$ cat config.mk
export PLATFORM = sky130hd
export DESIGN_NAME = ppv_pix
export DESIGN_NICKNAME = d
export VERILOG_FILES = /design/src/sv/assert_macros.svh /design/src/sv/ppv_pkg.sv /design/src/sv/ppv_pix.sv
export SDC_FILE = /design/constraint.sdc
export NUM_CORES = 2
export LEC_CHECK = 0
export BUFFER_PORTS_ARGS = -buffer_cell sky130_fd_sc_hd__buf_4
export CAP_MARGIN = 30
export CORE_MARGIN = 3
export CORE_UTILIZATION = 45
export CTS_BUF_LIST = sky130_fd_sc_hd__clkbuf_4 sky130_fd_sc_hd__clkbuf_8
export CTS_CLUSTER_DIAMETER = 100
export DETAILED_ROUTE_END_ITERATION = 7
export PLACE_DENSITY_LB_ADDON = 0.15
export SYNTH_ARGS = -nofsm -noshare
export SYNTH_HDL_FRONTEND = slang
export SYNTH_SLANG_ARGS = --single-unit
$ cat constraint.sdc
create_clock -name clock -period 9.3 [get_ports clock]
set_clock_uncertainty 0.1 [all_clocks]
set_input_delay 0.465 -clock clock [delete_from_list [all_inputs] [get_ports clock]]
set_output_delay 0.465 -clock clock [all_outputs]
set_load 0.005 [all_outputs]
$ cat src/sv/assert_macros.svh
// Assertion helpers shared by the RTL.
`ifndef ASSERT_MACROS_SVH
`define ASSERT_MACROS_SVH
`ifndef SYNTHESIS
`define PPV_ASSERT(lbl, clk, rst, prop) \
   lbl: assert property (@(posedge clk) disable iff (rst) prop) else $error("%m: check failed");
`define PPV_ASSERT_NEVER(lbl, clk, rst, expr) \
   lbl: assert property (@(posedge clk) disable iff (rst) !(expr)) else $error("%m: never hit");
`else
`define PPV_ASSERT(lbl, clk, rst, prop)
`define PPV_ASSERT_NEVER(lbl, clk, rst, expr)
`endif
`endif

$ cat src/sv/ppv_pkg.sv
package ppv_pkg;
   localparam int CoordW  = 24;
   localparam int RotW    = 18;
   localparam int ProdW   = 42;
   localparam int AccW    = 44;
   localparam int DivBits = 40;
   localparam int TagW    = 16;

   localparam logic [53:0] RotXReset   = 54'h10000;
   localparam logic [53:0] RotYReset   = 54'h4_0000_0000;
   localparam logic [53:0] RotZReset   = 54'h10_0000_0000_0000;
   localparam logic [47:0] FocalReset  = 48'h0001_0000_0100;
   localparam logic [55:0] SizeTolReset = 56'hFF_FFFF_01E0_0280;

   typedef enum logic [1:0] {
      ST_VISIBLE  = 2'd0,
      ST_DEPTH    = 2'd1,
      ST_OUTSIDE  = 2'd2,
      ST_MISMATCH = 2'd3
   } status_type;

   typedef enum logic [2:0] {
      REG_ROT_X     = 3'd0,
      REG_ROT_Y     = 3'd1,
      REG_ROT_Z     = 3'd2,
      REG_TRANS_XY  = 3'd3,
      REG_TRANS_Z   = 3'd4,
      REG_FOCAL     = 3'd5,
      REG_PRINCIPAL = 3'd6,
      REG_SIZE_TOL  = 3'd7
   } reg_index_type;

   typedef logic signed [CoordW-1:0] coord_type;

   typedef struct packed {
      logic [TagW-1:0] point_tag;
      coord_type       world_x;
      coord_type       world_y;
      coord_type       world_z;
      coord_type       expected_depth;
   } point_type;

   typedef struct packed {
      logic [TagW-1:0] result_tag;
      coord_type       cam_x;
      coord_type       cam_y;
      coord_type       cam_z;
      coord_type       norm_x;
      coord_type       norm_y;
      coord_type       pixel_u;
      coord_type       pixel_v;
      status_type      status;
   } result_type;

   typedef struct packed {
      logic [53:0] rot_x;
      logic [53:0] rot_y;
      logic [53:0] rot_z;
      logic [47:0] trans_xy;
      logic [23:0] trans_z;
      logic [47:0] focal;
      logic [47:0] principal;
      logic [55:0] size_tol;
   } cfg_type;

   // item in flight after the pose transform
   typedef struct packed {
      logic [TagW-1:0] tag;
      coord_type       cam_x;
      coord_type       cam_y;
      coord_type       cam_z;
      coord_type       expected_depth;
   } side_type;

   function automatic coord_type sat_coord(input logic signed [33:0] x);
      if (x > 34'sd8388607) begin
         return 24'sh7FFFFF;
      end else if (x < -34'sd8388608) begin
         return 24'sh800000;
      end
      return x[23:0];
   endfunction
endpackage

$ cat src/sv/ppv_pix.sv
module ppv_pix (
   input  logic                clock,
   input  logic                reset,
   input  logic                adv,
   input  logic                in_valid,
   input  ppv_pkg::side_type   in_side,
   input  ppv_pkg::coord_type  in_norm_x,
   input  ppv_pkg::coord_type  in_norm_y,
   input  ppv_pkg::cfg_type    cfg,
   output logic                out_valid,
   output ppv_pkg::result_type out_res
);
   import ppv_pkg::*;

   logic vlda_ff, vldb_ff, vldc_ff;
   side_type sidea_ff, sideb_ff;
   coord_type nx_ff, ny_ff, nxb_ff, nyb_ff;
   logic signed [48:0] pu_prod_ff, pv_prod_ff;
   logic [24:0] adiff_ff;
   logic pos_ff;
   logic signed [24:0] diff;
   result_type res_ff, res_in;

   assign diff = {sidea_ff.cam_z[23], sidea_ff.cam_z}
               - {sidea_ff.expected_depth[23], sidea_ff.expected_depth};

   always_comb begin
      logic signed [48:0] ru, rv;
      logic signed [33:0] pu, pv;
      logic [15:0] wd, ht;
      logic outside;
      ru = pu_prod_ff + 49'sd32768;
      rv = pv_prod_ff + 49'sd32768;
      pu = {ru[48], ru[48:16]} + {10'b0, cfg.principal[23:0]};
      pv = {rv[48], rv[48:16]} + {10'b0, cfg.principal[47:24]};
      wd = cfg.size_tol[15:0];
      ht = cfg.size_tol[31:16];
      outside = pu[33] || pv[33]
             || (pu >= $signed({10'b0, wd, 8'b0}))
             || (pv >= $signed({10'b0, ht, 8'b0}));
      res_in.result_tag = sideb_ff.tag;
      res_in.cam_x      = sideb_ff.cam_x;
      res_in.cam_y      = sideb_ff.cam_y;
      res_in.cam_z      = sideb_ff.cam_z;
      if (!pos_ff) begin
         res_in.norm_x  = '0;
         res_in.norm_y  = '0;
         res_in.pixel_u = '0;
         res_in.pixel_v = '0;
         res_in.status  = ST_DEPTH;
      end else begin
         res_in.norm_x  = nxb_ff;
         res_in.norm_y  = nyb_ff;
         res_in.pixel_u = sat_coord(pu);
         res_in.pixel_v = sat_coord(pv);
         if (outside) begin
            res_in.status = ST_OUTSIDE;
         end else if (adiff_ff > {1'b0, cfg.size_tol[55:32]}) begin
            res_in.status = ST_MISMATCH;
         end else begin
            res_in.status = ST_VISIBLE;
         end
      end
   end

   always_ff @(posedge clock) begin
      if (reset) begin
         vlda_ff <= 1'b0;
         vldb_ff <= 1'b0;
         vldc_ff <= 1'b0;
      end else if (adv) begin
         vlda_ff <= in_valid;
         vldb_ff <= vlda_ff;
         vldc_ff <= vldb_ff;
      end
   end

   always_ff @(posedge clock) begin
      if (adv) begin
         sidea_ff   <= in_side;
         nx_ff      <= in_norm_x;
         ny_ff      <= in_norm_y;
         sideb_ff   <= sidea_ff;
         nxb_ff     <= nx_ff;
         nyb_ff     <= ny_ff;
         pu_prod_ff <= $signed({1'b0, cfg.focal[23:0]}) * nx_ff;
         pv_prod_ff <= $signed({1'b0, cfg.focal[47:24]}) * ny_ff;
         adiff_ff   <= diff[24] ? 25'(-diff) : 25'(diff);
         pos_ff     <= !sidea_ff.cam_z[23] && (sidea_ff.cam_z != '0);
         res_ff     <= res_in;
      end
   end

   assign out_valid = vldc_ff;
   assign out_res   = res_ff;
endmodule

==> impl_metrics.py <==
metrics = {
    "final_layout": {
        "fin_nets": 8653,
        "fill_cells": 12427,
        "final_cell_mix": "inv_1 (1229), fa_1 (965), nand2_1 (667)",
        "final_layout_size_suffix_gt1_frac": 0.114,
        "syn2layout_area_growth_pct": 15.4,
        "final_common_cell": "inv_1",
    },
    "synthesis": {
        "synthAdderAreaFrac": 0.412,
        "muxShareOfSynthArea": 0.00149,
        "synth-edff-count": 576,
        "synthTopCellsByArea": "fa_1 (31%), edfxtp_1 (27%), ha_1 (10%), inv_1 (7.3%), and2_1 (6.0%)",
        "ys_types": 84,
        "yosysSeqAreaShare": 0.276,
        "syn_nets": 8036,
        "synth_top_family_by_area": "adder cells",
        "syn_area_per_cell_um2": 10.5,
        "synth_xor_area_frac": 0.0305,
        "synth_top_area_share": 0.307,
        "yosysWarningCount": 0,
        "synth_compound_area_frac": 0.0538,
        "synth-seq-cells": 579,
        "synth_area_leader_cell": "fa_1",
        "synth_simple_gate_area_frac": 0.140,
        "ys_async_sr_fraction": 0,
        "syn-cell-area_mm2": 0.0629,
        "syn_inst": 5994,
        "synth_ff_type": "edfxtp_1",
    },
    "timing": {
        "setup_viol": 0,
        "rsz0062_at_grt": "false",
        "worst_pin_slew_ns": 1.09,
        "slew_viol_final": 0,
        "holdWs_ns": 0.125,
        "setup_tns_ns": 0,
        "slew_headroom": 0.274,
        "hold_viol": 0,
        "fin_crit_ns": 8.21,
        "max_freq_mhz": 122,
        "period_share": 0.882,
    },
    "setup_path": {
        "cp.required_ns": 9.80,
        "cpMostUsedCell": "fa_1",
        "max_stage_delay_ns": 0.94,
        "path_buf_inv": 3,
        "path_class": "register to register",
        "worstPathArrival_ns": 8.71,
        "cpMaxStageDelayCell": "edfxtp_1",
        "cp_top_family": "adder cells",
        "endpoint_kind": "register",
        "path_cells": "buf_4, buf_4, nand2_1, fa_1, inv_1, fa_1, fa_1, ha_1, fa_1, fa_1, fa_1, ha_1, a211oi_1, o211ai_1, a21oi_1, o21ai_0, nand4_1, nor2_1, o41ai_1, o21bai_1, xor2_1",
        "startpoint_type": "register",
        "cp_max_fo": 14,
    },
    "global_routing": {
        "antenna_found_initial": 13,
        "globalRouteTotalUtil": 0.241,
        "grt_pass1_wl_um": 269000,
        "overflow": 0,
        "grt_pass1_vias": 45707,
        "grt_start_max_net_pins": 195,
    },
    "route": {
        "num_vias": 44162,
        "first_pass_iters": 7,
        "via_per_inst": 5.16,
        "routedWlPerCell_um": 20.2,
        "detail-route-antenna-nets": 0,
        "wl_um": 173000,
        "remaining_drc_errors": 0,
        "drt-initial-drc-count": 2500,
    },
    "outcome": {
        "status": "finished, final reports clean",
    },
    "floorplan": {
        "io_pins": 737,
        "rows": 136,
        "fp.coreArea_mm2": 0.138,
        "die_area_mm2": 0.144,
        "initial_core_util": 0.455,
        "fp.dieH_um": 380,
        "die_x_um": 380,
    },
    "hold_path": {
        "hold_path.class": "input pin to register",
    },
    "placement": {
        "port_buffers": 502,
        "dp_hpwl_um": 133000,
        "place_congestion": 0.870,
    },
    "clock_network": {
        "numClockSinks": 579,
        "root_buffer": "clkbuf_8",
        "cts.path.max_buffers": 3,
        "clock_latency_ns": 0.82,
        "cts_tree": "yes",
        "path_clk_slew_ns": 0.06,
        "cts_max_level": 3,
        "cts_resized": 0,
        "cts_inserted_buffers": 103,
    },
    "run": {
        "maxCapViolations": 0,
    },
}
## through the flow
step	cell area (um2)	util	cells	setup WS, ns
finish	72600	0.526	8561	1.09
global route	72600	0.526	8557	0.794
CTS	72600	0.525	8551	1.16
detailed placement	68900	0.499	8205	1.20
global placement	68700	0.497	8196	1.18
floorplan	62900	-	5994	2.19
## worst min-delay path, cell delays in order
cell and delay [ns]:
buf_4 0.08, ha_1 0.12, inv_1 0.05, o21ai_1 0.14
## cell usage after synthesis, types with 26 or more instances
| master | number |
|---|---|
| a21o_1 | 79 |
| a21oi_1 | 140 |
| and2_1 | 601 |
| clkbuf_1 | 217 |
| edfxtp_1 | 576 |
| fa_1 | 965 |
| ha_1 | 527 |
| inv_1 | 1229 |
| nand2_1 | 667 |
| nand2b_1 | 46 |
| nand3_1 | 63 |
| nand4_1 | 49 |
| nor2_1 | 124 |
| nor2b_1 | 38 |
| nor3_1 | 26 |
| o21a_1 | 34 |
| o21ai_0 | 72 |
| o21ai_1 | 47 |
| xnor2_1 | 139 |
| xor2_1 | 80 |
## layout make-up
cell class,count,area [um2],share of cell area
Tap cell,1863,2330,0.0321
Inverter,1232,4620,0.0637
Sequential cell,579,17400,0.239
Timing Repair Buffer,734,6100,0.0840
Clock buffer,133,1650,0.0227
Multi-Input combinational cell,3961,40100,0.552
Clock inverter,50,439,0.00605
Antenna cell,9,22.5,0.000310
## worst paths after layout
check	start	cells after the start	slack, ns	to
setup / recovery	ny_ff[3]$_DFFE_PP_	21	1.09	pv_prod_ff[37]$_DFFE_PP_
hold / removal	cfg[80]	4	0.13	out_res[2]$_SDFFCE_PN0P_
setup reg to reg	ny_ff[3]$_DFFE_PP_	21	1.09	pv_prod_ff[37]$_DFFE_PP_
hold reg to reg	res_in[118]$_DFFE_PP_	0	0.28	out_res[118]$_DFFE_PP_
## kinds of logic (layout without fill, tap and decap cells)
kind of cell	count (synthesis)	after routing
muxes	9	9
and+or+nand+nor	1716	1716
buffers and inverters	1454	2149
adders and majority gates	1492	1492
other	0	9
xor gates and xnor gates	219	219
AOI/OAI and AO/OA	525	525
DFF	579	579
## routing by layer
| layer | part of all wire | up-vias | track usage |
|---|---|---|---|
| met5 | 0.00032 | - | 0 |
| met4 | 0.026 | 8 | 0.0601 |
| met3 | 0.070 | 257 | 0.0458 |
| met2 | 0.46 | 1447 | 0.383 |
| met1 | 0.45 | 22387 | 0.343 |
| li1 | - | 20063 | - |
## timing repair
item                                   in CTS  in global routing
endpoints found under the hold margin     212                  0
buffers inserted                            0                  0
hold buffers                              163                  0
## state kept, by name, summed over array words and instances, names as in the netlist
name        count
adiff_ff       25
nx_ff          24
nxb_ff         24
ny_ff          24
nyb_ff         24
out_res       186
out_valid       1
pos_ff          1
pu_prod_ff     34
pv_prod_ff     34
res_in         88
sidea_ff      112
vlda_ff         1
vldb_ff         1
Power is left out: the tool's default activity adds up to more than one toggle a clock period on the data nets, which glitch-free logic cannot reach.
